**src/rtl/frm_pkg.sv**
```systemverilog
// shared types and constants of the frame rotator
package frm_pkg;

    localparam int SIZE_W      = 8;
    localparam int QUEUE_DEPTH = 4;
    localparam int QPTR_W      = $clog2(QUEUE_DEPTH);
    localparam int QCNT_W      = $clog2(QUEUE_DEPTH + 1);

    localparam logic [1:0] CFG_ROTATION   = 2'd0;
    localparam logic [1:0] CFG_SRC_WIDTH  = 2'd1;
    localparam logic [1:0] CFG_SRC_HEIGHT = 2'd2;

    localparam logic OP_STORE = 1'b0;
    localparam logic OP_FETCH = 1'b1;

    typedef enum logic [1:0] {
        ROT_0   = 2'd0,
        ROT_90  = 2'd1,
        ROT_180 = 2'd2,
        ROT_270 = 2'd3
    } frm_rot_t;

    // one classified item on its way to the frame store
    typedef struct packed {
        logic              wr;
        logic [31:0]       pixel;
        logic [15:0]       waddr;
        logic [SIZE_W-1:0] sx;
        logic [SIZE_W-1:0] sy;
        logic [SIZE_W-1:0] w;
        logic [6:0]        col;
        logic [6:0]        row;
        logic              last;
    } frm_job_t;

    typedef struct packed {
        logic              empty;
        logic              full;
        logic [QCNT_W-1:0] count;
    } frm_qstat_t;

endpackage

```
**src/rtl/frm_queue.sv**
```systemverilog
// short job queue between front end and back end
module frm_queue (
    input  logic                clk,
    input  logic                rst_n,
    input  logic                push,
    input  frm_pkg::frm_job_t   push_job,
    input  logic                pop,
    output frm_pkg::frm_job_t   head,
    output frm_pkg::frm_qstat_t stat
);

    import frm_pkg::*;

    frm_job_t          entry_reg [QUEUE_DEPTH];
    logic [QPTR_W-1:0] wr_ptr_reg, wr_ptr_next;
    logic [QPTR_W-1:0] rd_ptr_reg, rd_ptr_next;
    logic [QCNT_W-1:0] count_reg, count_next;
    logic              do_push, do_pop;

    always_comb
    begin
        stat.empty = (count_reg == '0);
        stat.full  = (count_reg == QCNT_W'(QUEUE_DEPTH));
        stat.count = count_reg;
        head       = entry_reg[rd_ptr_reg];

        do_push = push && !stat.full;
        do_pop  = pop && !stat.empty;

        wr_ptr_next = do_push ? wr_ptr_reg + QPTR_W'(1) : wr_ptr_reg;
        rd_ptr_next = do_pop ? rd_ptr_reg + QPTR_W'(1) : rd_ptr_reg;

        count_next = count_reg;
        if (do_push && !do_pop)
            count_next = count_reg + QCNT_W'(1);
        else if (do_pop && !do_push)
            count_next = count_reg - QCNT_W'(1);
    end

    always_ff @(posedge clk)
    begin
        if (do_push)
        begin
            entry_reg[wr_ptr_reg] <= push_job;
        end
    end

    always_ff @(posedge clk or negedge rst_n)
    begin
        if (!rst_n)
        begin
            wr_ptr_reg <= '0;
            rd_ptr_reg <= '0;
            count_reg  <= '0;
        end
        else
        begin
            wr_ptr_reg <= wr_ptr_next;
            rd_ptr_reg <= rd_ptr_next;
            count_reg  <= count_next;
        end
    end

endmodule

```
**config.mk**
```make
export PLATFORM = sky130hd
export DESIGN_NAME = frm_queue
export DESIGN_NICKNAME = d
export VERILOG_FILES = /design/src/rtl/frm_pkg.sv /design/src/rtl/frm_queue.sv
export SDC_FILE = /design/constraint.sdc
export NUM_CORES = 1
export LEC_CHECK = 0
export CAP_MARGIN = 20
export CORE_ASPECT_RATIO = 0.7
export CORE_MARGIN = 5
export CORE_UTILIZATION = 34
export CTS_BUF_LIST = sky130_fd_sc_hd__clkbuf_2 sky130_fd_sc_hd__clkbuf_4 sky130_fd_sc_hd__clkbuf_8
export CTS_CLUSTER_SIZE = 28
export DETAILED_ROUTE_END_ITERATION = 7
export DONT_BUFFER_PORTS = 1
export SETUP_SLACK_MARGIN = 0.05
export SLEW_MARGIN = 20
export SYNTH_ARGS = -nofsm -noshare
export SYNTH_HDL_FRONTEND = slang
export SYNTH_SLANG_ARGS = --single-unit
```
**constraint.sdc**
```tcl
create_clock -name clk -period 4.1 [get_ports clk]
set_input_delay 0.41 -clock clk [delete_from_list [all_inputs] [get_ports clk]]
set_output_delay 0.41 -clock clk [all_outputs]
set_load 0.03 [all_outputs]
```
==> flow_summary.yaml <==
run:
  maxCapViolCount: 0
timing:
  rsz0062_at_grt: "false"
  finalClockSkew_ns: 0.0206
  relSlewSlack_pct: 49.9
  max_slew.worst_pin.slew_ns: 0.752
  max_freq_mhz: 330
  postLayoutSetupSlackWorst_ns: 1.07
  fin_crit_ns: 3.03
  hold_viol_final: 0
  hold_ws_ns: 0.205
  setup_tns_ns: 0
  post-route-period-util_pct: 73.9
  finalSetupViolCount: 0
  finalMaxSlewViolations: 0
critical_path:
  critPathMaxFanout: 35
  cp.arrival_ns: 2.62
  worstSetupPathType: "flip-flop to output port"
  reg2reg_depth: 8
  cp_data_required_time_ns: 3.69
  endpoint_kind: "output port"
  critPathLaunchType: "flip-flop"
  r2r-end: "count_reg[2]$_DFFE_PN0P_"
  r2r_start: "count_reg[0]$_DFFE_PN0P_"
  ff2ff_setup_slack_ns: 1.38
route:
  wl_per_cell_um: 21.3
  wl_met1_mm: 10.4
  wl_met2_mm: 12.4
  drc: 0
  viasPerCell: 4.65
  vias: 5570
  finalWirelength_mm: 25.5
  top_layer_used: "met5"
  first_pass_iters: 4
  drtIter0Drc: 319
  antenna_left: 0
  met3_length_mm: 2.24
global_route:
  grt_pass1_vias: 6166
  antenna_found_initial: 4
  overflow: 0
  grt_use_total_pct: 11.7
  grt_first_pass_wirelength_mm: 38.7
  grt_start_max_net_pins: 89
clock_network:
  cts_resized: 0
  clk_latency_ns: 0.58
  htree_levels: 2
  tritoncts: "done"
  numCtsBuffers: 55
  clock-root-buffer: "clkbuf_8"
  cts_sinks: 359
  clock_tree.buffer_depth: 3
  path_clk_slew_ns: 0.06
die:
  dieHeight_um: 175
  rows: 60
  die_area_um2: 43000
  die_w_um: 246
  core-area_um2: 38400
  pin_count: 185
  start_util_pct: 34.4
hold_path:
  hp-class: "input port to async pin"
synthesis:
  async_flop_share_pct: 1.95
  synth_edf_count: 352
  syn_nets: 594
  yosysMostFrequentCell: "edfxtp_1"
  syn_area_um2: 13200
  synth_seq_cells: 359
  netlist_instances: 496
  yosys-top-cells-count: "352 x edfxtp_1, 88 x mux4_2, 9 x buf_12, 9 x buf_2, 7 x dfrtp_1"
  synth.top_cell.area_share_pct: 80.0
  yosys_most_used_dff: "edfxtp_1"
  synth.distinct_cells: 20
  avgSynthCellArea_um2: 26.6
  yosysSeqAreaShare_pct: 81.3
  yosysTopAreaCell: "edfxtp_1"
  yosys_warnings: 0
  yosys-top-cells-area: "edfxtp_1 80%, mux4_2 15%, buf_12 1.4%"
place:
  hpwl_mm: 14.6
  gp_congestion: 0.704
  dp_slack_ns: 1.35
  port-buffer-count: 0
cells_and_area:
  final_core_util_pct: 41.1
  area_growth_pct: 19.5
  ff_latch_area_um2: 10800
  nNetsFinal: 728
  n_fill_cell: 3345
  drive_gt1_share_pct: 28.3
  multiInputGateArea_um2: 2210
  largest_reg_flops: 352
power_and_ir_drop:
  power_density_nw_per_um2: 752
  power_leakage_nw: 5.01
  peakVddDrop_uv: 621
status:
  outcome: "finished clean"
-- cells by family (layout without fill, tap and decap cells) --
| family | count (synthesis) | in the layout | synth area share, % |
|---|---|---|---|
| XOR/XNOR | 6 | 6 | 0.398 |
| buffers and inverters | 25 | 200 | 2.04 |
| other | 0 | 1 | 0 |
| multiplexers | 90 | 90 | 15.2 |
| AND/OR/NAND/NOR | 10 | 10 | 0.473 |
| flip-flops | 359 | 359 | 81.3 |
| adder cells (fa/ha/maj) | 6 | 6 | 0.625 |
-- worst max-delay path, cell delays in order (launching register included) --
cell	delay [ns]
dfrtp_4	0.88
buf_4	0.42
mux4_2	0.68
-- layer usage --
metal  GRT usage (%)  up-vias
met4            3.02        6
met1            14.8     2937
met2            18.8      184
li1                -     2405
met3            5.15       38
met5               0        -
-- repair_timing --
action	4_1_cts	5_1_grt
endpoints found under the setup margin	0	0
hold buffers	90	0
buffers inserted	0	0
hold endpoints to repair	361	0
-- worst max path at each step --
| stage | start | end | cells after the start |
|---|---|---|---|
| floorplan | count_reg[0]$_DFFE_PN0P_ | entry_reg[0][0]$_DFFE_PP_ | 4 |
| global placement | count_reg[0]$_DFFE_PN0P_ | count_reg[2]$_DFFE_PN0P_ | 8 |
| detailed placement | count_reg[0]$_DFFE_PN0P_ | count_reg[2]$_DFFE_PN0P_ | 8 |
| CTS | rd_ptr_reg[0]$_DFFE_PN0P_ | head[68] | 2 |
| global route | rd_ptr_reg[0]$_DFFE_PN0P_ | head[68] | 2 |
| finish | rd_ptr_reg[0]$_DFFE_PN0P_ | head[32] | 2 |
-- placed cells by master (no fill, tap or decap) --
cell type / n
clkinv_4: 1
xor2_1: 2
clkbuf_8: 57
xnor2_1: 4
nand2_1: 1
clkinvlp_4: 2
fa_1: 1
inv_1: 4
ha_1: 5
nor2b_1: 1
nor3b_2: 1
dlygate4sd3_1: 90
or3_1: 1
clkbuf_4: 15
buf_4: 2
clkinv_2: 6
edfxtp_1: 352
clkinv_1: 13
dfrtp_1: 5
bufinv_16: 4
buf_12: 6
and2_4: 4
mux2_2: 2
nor2_1: 1
mux4_2: 88
diode_2: 1
dfrtp_4: 2
nand3_1: 1
-- final cells by class --
cell class | count | share of cell area [%]
multi-input cells | 112 | 14.0
clock buffers | 72 | 5.68
repair buffers | 98 | 6.56
diodes | 1 | 0.0158
well taps | 527 | 4.17
inverters | 4 | 0.0950
clock inverters | 26 | 1.41
flip-flops and latches | 359 | 68.1
-- power breakdown --
group	switching [mW]	leakage, nW	total (mW)	internal (mW)
registers	0.388	3.30	5.24	4.86
logic	2.44	1.12	3.64	1.19
clock network	1.33	0.584	3.00	1.68
-- through the flow --
step                      cells  total power [mW]  instance area, µm²
after floorplan             496              8.39               13200
after global placement     1010              8.86               13800
after detailed placement   1010              8.97               13800
after CTS                  1198              12.1               15800
after global routing       1198              12.5               15800
final                      1199              11.9               15800
(Power assumes the default switching activity.)
