File: config.mk
export PLATFORM = sky130hd
export DESIGN_NAME = frm_front
export DESIGN_NICKNAME = d
export VERILOG_FILES = /design/src/rtl/frm_pkg.sv /design/src/rtl/frm_front.sv
export SDC_FILE = /design/constraint.sdc
export NUM_CORES = 1
export LEC_CHECK = 0
export CAP_MARGIN = 20
export CORE_ASPECT_RATIO = 1.1
export CORE_UTILIZATION = 41
export DETAILED_ROUTE_END_ITERATION = 8
export DONT_BUFFER_PORTS = 1
export GPL_TIMING_DRIVEN = 0
export PLACE_DENSITY_LB_ADDON = 0.08
export SYNTH_ARGS = -nofsm -noshare
export SYNTH_HDL_FRONTEND = slang
export SYNTH_SLANG_ARGS = --single-unit
File: constraint.sdc
create_clock -name clk -period 13.1 [get_ports clk]
set_input_delay 0.655 -clock clk [delete_from_list [all_inputs] [get_ports clk]]
set_output_delay 0.655 -clock clk [all_outputs]
set_load 0.05 [all_outputs]
File: src/rtl/frm_pkg.sv
// shared types and constants of the frame rotator
package frm_pkg;

    localparam int SIZE_W      = 8;
    localparam int QUEUE_DEPTH = 4;
    localparam int QPTR_W      = $clog2(QUEUE_DEPTH);
    localparam int QCNT_W      = $clog2(QUEUE_DEPTH + 1);

    localparam logic [1:0] CFG_ROTATION   = 2'd0;
    localparam logic [1:0] CFG_SRC_WIDTH  = 2'd1;
    localparam logic [1:0] CFG_SRC_HEIGHT = 2'd2;

    localparam logic OP_STORE = 1'b0;
    localparam logic OP_FETCH = 1'b1;

    typedef enum logic [1:0] {
        ROT_0   = 2'd0,
        ROT_90  = 2'd1,
        ROT_180 = 2'd2,
        ROT_270 = 2'd3
    } frm_rot_t;

    // one classified item on its way to the frame store
    typedef struct packed {
        logic              wr;
        logic [31:0]       pixel;
        logic [15:0]       waddr;
        logic [SIZE_W-1:0] sx;
        logic [SIZE_W-1:0] sy;
        logic [SIZE_W-1:0] w;
        logic [6:0]        col;
        logic [6:0]        row;
        logic              last;
    } frm_job_t;

    typedef struct packed {
        logic              empty;
        logic              full;
        logic [QCNT_W-1:0] count;
    } frm_qstat_t;

endpackage

File: src/rtl/frm_front.sv
// front end: frame counters, read position and source coordinate mapping
module frm_front #(
    parameter int MAX_WIDTH  = 128,
    parameter int MAX_HEIGHT = 128
) (
    input  logic                     clk,
    input  logic                     rst_n,
    input  logic                     accept,
    input  logic                     opcode,
    input  logic [31:0]              pixel_in,
    input  frm_pkg::frm_rot_t        rotation,
    input  logic [frm_pkg::SIZE_W-1:0] src_width,
    input  logic [frm_pkg::SIZE_W-1:0] src_height,
    output logic                     push,
    output frm_pkg::frm_job_t        job
);

    import frm_pkg::*;

    logic [15:0]       write_count_reg, write_count_next;
    logic [SIZE_W-1:0] read_col_reg, read_col_next;
    logic [SIZE_W-1:0] read_row_reg, read_row_next;

    logic [SIZE_W-1:0] w, h, dw, dh, c, r, sx, sy;
    logic [15:0]       total;
    logic              full, is_last;

    always_comb
    begin
        if (src_width == '0)
            w = SIZE_W'(1);
        else if (int'(src_width) > MAX_WIDTH)
            w = SIZE_W'(MAX_WIDTH);
        else
            w = src_width;

        if (src_height == '0)
            h = SIZE_W'(1);
        else if (int'(src_height) > MAX_HEIGHT)
            h = SIZE_W'(MAX_HEIGHT);
        else
            h = src_height;

        total = {8'd0, w} * {8'd0, h};
        full  = (write_count_reg >= total);

        // quarter turns swap the destination sides
        dw = rotation[0] ? h : w;
        dh = rotation[0] ? w : h;

        if (read_col_reg >= dw || read_row_reg >= dh)
        begin
            c = '0;
            r = '0;
        end
        else
        begin
            c = read_col_reg;
            r = read_row_reg;
        end

        case (rotation)
            ROT_90:
            begin
                sx = r;
                sy = h - SIZE_W'(1) - c;
            end
            ROT_180:
            begin
                sx = w - SIZE_W'(1) - c;
                sy = h - SIZE_W'(1) - r;
            end
            ROT_270:
            begin
                sx = w - SIZE_W'(1) - r;
                sy = c;
            end
            default:
            begin
                sx = c;
                sy = r;
            end
        endcase

        is_last = (c == dw - SIZE_W'(1)) && (r == dh - SIZE_W'(1));
    end

    always_comb
    begin
        write_count_next = write_count_reg;
        read_col_next    = read_col_reg;
        read_row_next    = read_row_reg;
        push             = 1'b0;

        job.wr    = (opcode == OP_STORE);
        job.pixel = pixel_in;
        job.waddr = write_count_reg;
        job.sx    = sx;
        job.sy    = sy;
        job.w     = w;
        job.col   = c[6:0];
        job.row   = r[6:0];
        job.last  = is_last;

        if (accept)
        begin
            if (opcode == OP_STORE)
            begin
                push = 1'b1;
                if (full)
                begin
                    // new frame starts at the first entry
                    job.waddr        = '0;
                    write_count_next = 16'd1;
                    read_col_next    = '0;
                    read_row_next    = '0;
                end
                else
                begin
                    write_count_next = write_count_reg + 16'd1;
                end
            end
            else if (full)
            begin
                push = 1'b1;
                if (c + SIZE_W'(1) < dw)
                begin
                    read_col_next = c + SIZE_W'(1);
                    read_row_next = r;
                end
                else
                begin
                    read_col_next = '0;
                    read_row_next = (r + SIZE_W'(1) < dh) ? r + SIZE_W'(1) : '0;
                end
            end
        end
    end

    always_ff @(posedge clk or negedge rst_n)
    begin
        if (!rst_n)
        begin
            write_count_reg <= '0;
            read_col_reg    <= '0;
            read_row_reg    <= '0;
        end
        else
        begin
            write_count_reg <= write_count_next;
            read_col_reg    <= read_col_next;
            read_row_reg    <= read_row_next;
        end
    end

endmodule

==> results of run 1 <==
worst paths after layout:
path                                    to            start  cells past startpoint  slack (ps)
max                                job[47]     src_width[7]                     25        4280
min                        read_row_reg[2]            rst_n                      0          60
max reg2reg                read_row_reg[2]  read_col_reg[6]                     20        7340
min reg2reg                read_row_reg[0]  read_row_reg[0]                      1         520
max in group asynchronous  read_col_reg[7]            rst_n                      0       12950
min in group clk           read_row_reg[0]  read_row_reg[0]                      1         520
layout make-up:
class	instances	share of cell area
clock buffers	6	0.01740
flip-flops and latches	32	0.1003
well taps	238	0.03730
multi-input cells	773	0.7318
plain buffers	80	0.05972
repair buffers	5	0.005643
inverters	99	0.04655
clock inverters	2	0.001254
cell families (layout without fill, tap and decap cells):
| kind of cell | Yosys count | in the layout | synth area share |
|---|---|---|---|
| flip-flops | 32 | 32 | 0.1069 |
| AND/OR/NAND/NOR | 351 | 351 | 0.2249 |
| buffers and inverters | 179 | 192 | 0.1133 |
| XOR/XNOR | 63 | 63 | 0.07368 |
| multiplexers | 14 | 14 | 0.02289 |
| adder cells (fa/ha/maj) | 147 | 147 | 0.2837 |
| AO/OA/AOI/OAI | 198 | 198 | 0.1746 |
metal layers:
metal  track usage  vias up  wire (µm)
met5             0        -          0
met2        0.4052      140      10830
met3       0.02904       25        785
li1              -     3346          -
met1        0.3152     3176       9921
met4       0.05263        0        345
synth_stat cells (4+ instances only):
library cell  count
a22oi_1           5
and4_1            4
nand4_1           9
nor2b_1          30
and3_1            4
inv_1            90
nand2b_1         11
buf_2            12
dfrtp_1          32
o21ai_0          42
nand3_1          33
ha_1            109
fa_1             38
buf_4            37
o211ai_1          7
a211oi_1          4
o2111ai_1         5
mux2i_1           7
a221oi_1          9
a21o_1           13
o21bai_1          5
o21ai_1           6
clkbuf_1         25
o41ai_1           6
nor2_1          138
and2_1            5
nor3_1           11
or2_2             5
nand2_1          79
a22o_1            5
a21oi_1          57
inv_2             9
mux2_2            5
xnor2_1          35
xor2_1           28
stage by stage:
| step | total power [mW] | cell area [µm²] | hold slack [ps] | cells |
|---|---|---|---|---|
| 5_1_grt | 0.6483 | 7983 | 46.65 | 1235 |
| 3_3_place_gp | 0.4783 | 7786 | 360.6 | 1222 |
| 6_report | 0.6048 | 7983 | 57.22 | 1235 |
| 2_1_floorplan | 0.4109 | 7488 | 359.4 | 984 |
| 4_1_cts | 0.6086 | 7983 | 51.73 | 1235 |
| 3_5_place_dp | 0.4827 | 7834 | 360.7 | 1227 |
where the power goes:
group / total (mW) / internal [mW] / switching, mW
Sequential: 0.124 / 0.108 / 0.0156
Combinational: 0.357 / 0.115 / 0.242
Clock: 0.124 / 0.0750 / 0.0486
critical path, delay by kind of cell:
kind                       cells  cell delay, ps
xor gates and xnor gates       1             210
adders and majority gates      6            2700
and+or+nand+nor                6            2050
AOI/OAI and AO/OA              6            1540
buffers and inverters          6            1000
==> impl_metrics.toml, run 1 <==
[pwr]
ir_drop_mv = 0.04568
power_leakage_nw = 3.863
powerDensity_mw_per_mm2 = 75.76

[placed_design]
place.detailed.hpwl_um = 17920
io_buffers = 0
place_ws_ps = 4247
place.gp.congestion = 0.8928

[setup_path]
cp-start-kind = "input port"
crit_slowest_cell = "nor2b_1"
worst_ep_arrival_time_ps = 8170
cp_common_cell = "fa_1"
crit_fanout = 10
max_stage_delay_ps = 810
required_ps = 12440
cp-end-kind = "output port"
worstSetupPathType = "input port to output port"

[synthesis]
synth_top_area_share = 0.1821
synth-edff-count = 0
synth-main-ff-cell = "dfrtp_1"
seq_area_frac_synth = 0.1069
synthCells = 984
synth_cell_types = 76
syn_nets = 1185
synth_seq_cells = 32
syn_area_per_cell_um2 = 7.610
synth_area_mm2 = 0.007488
synthArstFlopShare = 1.000
yosys_warnings = 0
synth_area_leaders = "ha_1, dfrtp_1, fa_1"
yosys.area.top_type = "ha_1"

[layout]
drive_gt1_frac = 0.1063
layout_commonest_cell = "nor2_1"
area_delta_synth_final_pct = 6.600
n_antenna_cell = 0
nets = 1197
seqCellArea_um2 = 800.8
fill_cells = 1852
layout_common_cells = "nor2_1, ha_1, inv_1, nand2_1, a21oi_1"
multi_input_area_mm2 = 0.005842
largest_reg_flops = 16
final_util = 0.4484

[drt]
drc = 0
ant_nets = 0
routed_wl_um = 21880
avgViaCountPerCell = 5.415
vias = 6687
avgRoutedWirePerCell_um = 17.72
dr.pass1.iters = 5
drtIter0Drc = 348

[cts]
cts_tree = "done"
post_cts_buffers = 0
path_clk_slew_ps = 60
hold_buffers = 0
cts_buffers = 5
clk_path_buf_depth = 2
root_buffer = "clkbuf_16"
clock_latency_ps = 290
cts_resized = 0
clkSinkCount = 32
htree_levels = 2

[min_path]
hold_path_class = "input port to asynchronous set/reset pin"

[global_routing]
grt_pass1_vias = 6166
grt_start_max_net_pins = 33
grt.overflow.total = 0
grt_use_total = 0.2368
antenna_found_initial = 0
grt_pass1_wl_um = 34030

[die]
io_pins = 143
die_w_um = 130.9
core_area_mm2 = 0.01780
rows = 51
start_util = 0.4206
dieHeight_um = 143.7
dieArea_mm2 = 0.01881

[sta]
rsz0062_at_grt = "false"
finalCriticalPeriod_ps = 8824
drv_slew = 0
max_freq_ghz = 0.1133
worst_pin_slew_ps = 1107
finClkSkew_ps = 8.195
fin_crit_sh = 0.6736
setup_tns_ps = 0
fin_ws_ps = 4276
finalHoldViolations = 0
setup_viol = 0
slew_headroom = 0.2642

[flow_run]
cap_viol_max_count = 0

[status]
status = "completed"
(Power assumes the default switching activity.)
==> run 2: changes to the inputs <==
==> constraint.sdc (replaced) <==
create_clock -name clk -period 7.44 [get_ports clk]
set_input_delay 0.372 -clock clk [delete_from_list [all_inputs] [get_ports clk]]
set_output_delay 0.372 -clock clk [all_outputs]
set_load 0.05 [all_outputs]
==> run 2 against run 1 <==
- first-iteration DRC count rose by 4.9%
- critical endpoint is now job[53]
- combinational power increased by 83%
- routed wire length grew 0.41%
- highest routed layer unchanged
==> impl_metrics.toml, run 2 (synthesis results as in run 1) <==
[cts]
path_clk_slew_ps = 60
cts_tree = "done"
root_buffer = "clkbuf_16"
clock_latency_ps = 290
cts_buffers = 5
clkSinkCount = 32
htree_levels = 2
clk_path_buf_depth = 2

[layout]
final_util = 0.4626
fin_cells = 1241
seqCellArea_um2 = 800.8
drive_gt1_frac = 0.1376
area_delta_synth_final_pct = 9.992
layout_common_cells = "nor2_1, ha_1, inv_1, nand2_1, a21oi_1"
nets = 1203
fill_cells = 1826
layout_commonest_cell = "nor2_1"
fin_area_mm2 = 0.008237
largest_reg_flops = 16
n_antenna_cell = 0
multi_input_area_mm2 = 0.006013

[setup_path]
path_cells = "buf_4 -> nor2b_4 -> clkinvlp_4 -> nor2_1 -> fa_1 -> fa_1 -> fa_1 -> inv_1 -> fa_1 -> inv_1 -> ha_1 -> a21oi_1 -> a21oi_1 -> a311oi_1 -> a21oi_1 -> xnor2_1 -> ha_1 -> nor2b_1 -> o21ai_0 -> nand2b_1 -> a211oi_4 -> nor2_1 -> clkbuf_4 -> nor2b_4"
critPathTopFamily = "adder cells"
cp_common_cell = "fa_1"
cp.buffers_inverters = 5
cp-start-kind = "input port"
timing.reg2reg.setup_slack_ps = 1670
required_ps = 7070
crit_fanout = 10
worstSetupPathType = "input port to output port"
worst_ep_arrival_time_ps = 6730
cp-end-kind = "output port"
max_stage_delay_ps = 550
crit_slowest_cell = "fa_1"

[die]
io_pins = 143
dieArea_mm2 = 0.01881
rows = 51
dieHeight_um = 143.7
core_area_mm2 = 0.01780
die_w_um = 130.9
start_util = 0.4206

[sta]
finalHoldViolations = 0
slew_headroom = 0.2490
worst_pin_slew_ps = 1130
rsz0062_at_grt = "false"
drv_slew = 0
setup_tns_ps = 0
max_freq_ghz = 0.1408
fin_crit_sh = 0.9549
setup_viol = 0
finalCriticalPeriod_ps = 7105
finClkSkew_ps = 8.224

[min_path]
hold_path_class = "input port to flop"

[placed_design]
place.gp.congestion = 0.8928
place.detailed.hpwl_um = 17920
dpl.cell_count = 1227
io_buffers = 0
post_dp_cell_area_mm2 = 0.007834

[status]
status = "completed"

[pwr]
power_leakage_nw = 3.951
powerDensity_mw_per_mm2 = 132.0
ir_drop_mv = 0.09452
p_total_mw = 1.087

[drt]
avgViaCountPerCell = 5.421
drtIter0Drc = 365
drc = 0
vias = 6727
ant_nets = 0
dr.pass1.iters = 7
routed_wl_um = 21970
avgRoutedWirePerCell_um = 17.70

[global_routing]
grt_pass1_wl_um = 34310
grt_use_total = 0.2386
antenna_found_initial = 0
grt_pass1_vias = 6220
grt_start_max_net_pins = 33
grt.overflow.total = 0

[flow_run]
cap_viol_max_count = 0
-- run 2: worst reg2reg max path, stage by stage, from the launching register on --
cell and delay [ps]:
dfrtp_1 510, ha_1 270, a211oi_1 260, o21ai_0 150, a21oi_1 260, and3_1 300, buf_4 210, buf_2 270
nand2_1 200, inv_1 520, ha_1 340, nand2_1 70, or2_2 290, xor2_1 190, nor2_1 70, ha_1 200
a21o_1 150, a31oi_1 250, nand3_1 370, o21bai_1 620, o2bb2ai_1 200
-- run 2: layout make-up --
| cell class | instances | area share |
|---|---|---|
| buffer | 78 | 0.05833 |
| timing repair buffer | 13 | 0.01458 |
| inverter | 99 | 0.04557 |
| sequential | 32 | 0.09722 |
| tap | 238 | 0.03615 |
| multi-input combinational | 773 | 0.7301 |
| clock inverter | 2 | 0.001215 |
| clock buffer | 6 | 0.01686 |
-- run 2: report_power, final --
part	leakage, nW	internal [mW]	total [mW]	switching [mW]
logic	3.44	0.219	0.652	0.432
clock network	0.0766	0.132	0.216	0.0844
registers	0.438	0.190	0.219	0.0287
-- run 2: metrics by stage --
stage	worst slack (ps)	hold slack (ps)
after floorplan	217.8	76.41
after global placement	-865.4	77.64
after detailed placement	-847.3	77.69
after CTS	4.722	244.2
after global routing	18.46	312.5
final	335.2	251.1
-- run 2: what timing repair did --
| action | CTS | global route |
|---|---|---|
| setup endpoints to repair | 17 | 18 |
| hold endpoints to repair | 32 | 0 |
| resized for setup | 43 | 12 |
| pin swaps | 1 | 3 |
| buffers inserted | 2 | 4 |
| hold buffers | 2 | 0 |
-- run 2: path summary, 6_finish.rpt --
check	end	cells past startpoint	start
worst max-delay path	job[53]	24	src_width[7]
worst min-delay path	read_col_reg[1]	2	opcode
worst max register to register	read_row_reg[2]	20	read_col_reg[6]
worst min register to register	read_row_reg[0]	1	read_row_reg[0]
max in group asynchronous	read_col_reg[7]	2	rst_n
min in group asynchronous	write_count_reg[10]	2	rst_n
-- run 2: per-layer routing --
metal / vias to the layer above / GRT usage / wire, µm
li1: 3361 / - / -
met1: 3193 / 0.3155 / 9862
met2: 149 / 0.4110 / 10950
met3: 24 / 0.02904 / 823
met4: 0 / 0.05263 / 337
met5: - / 0 / 0
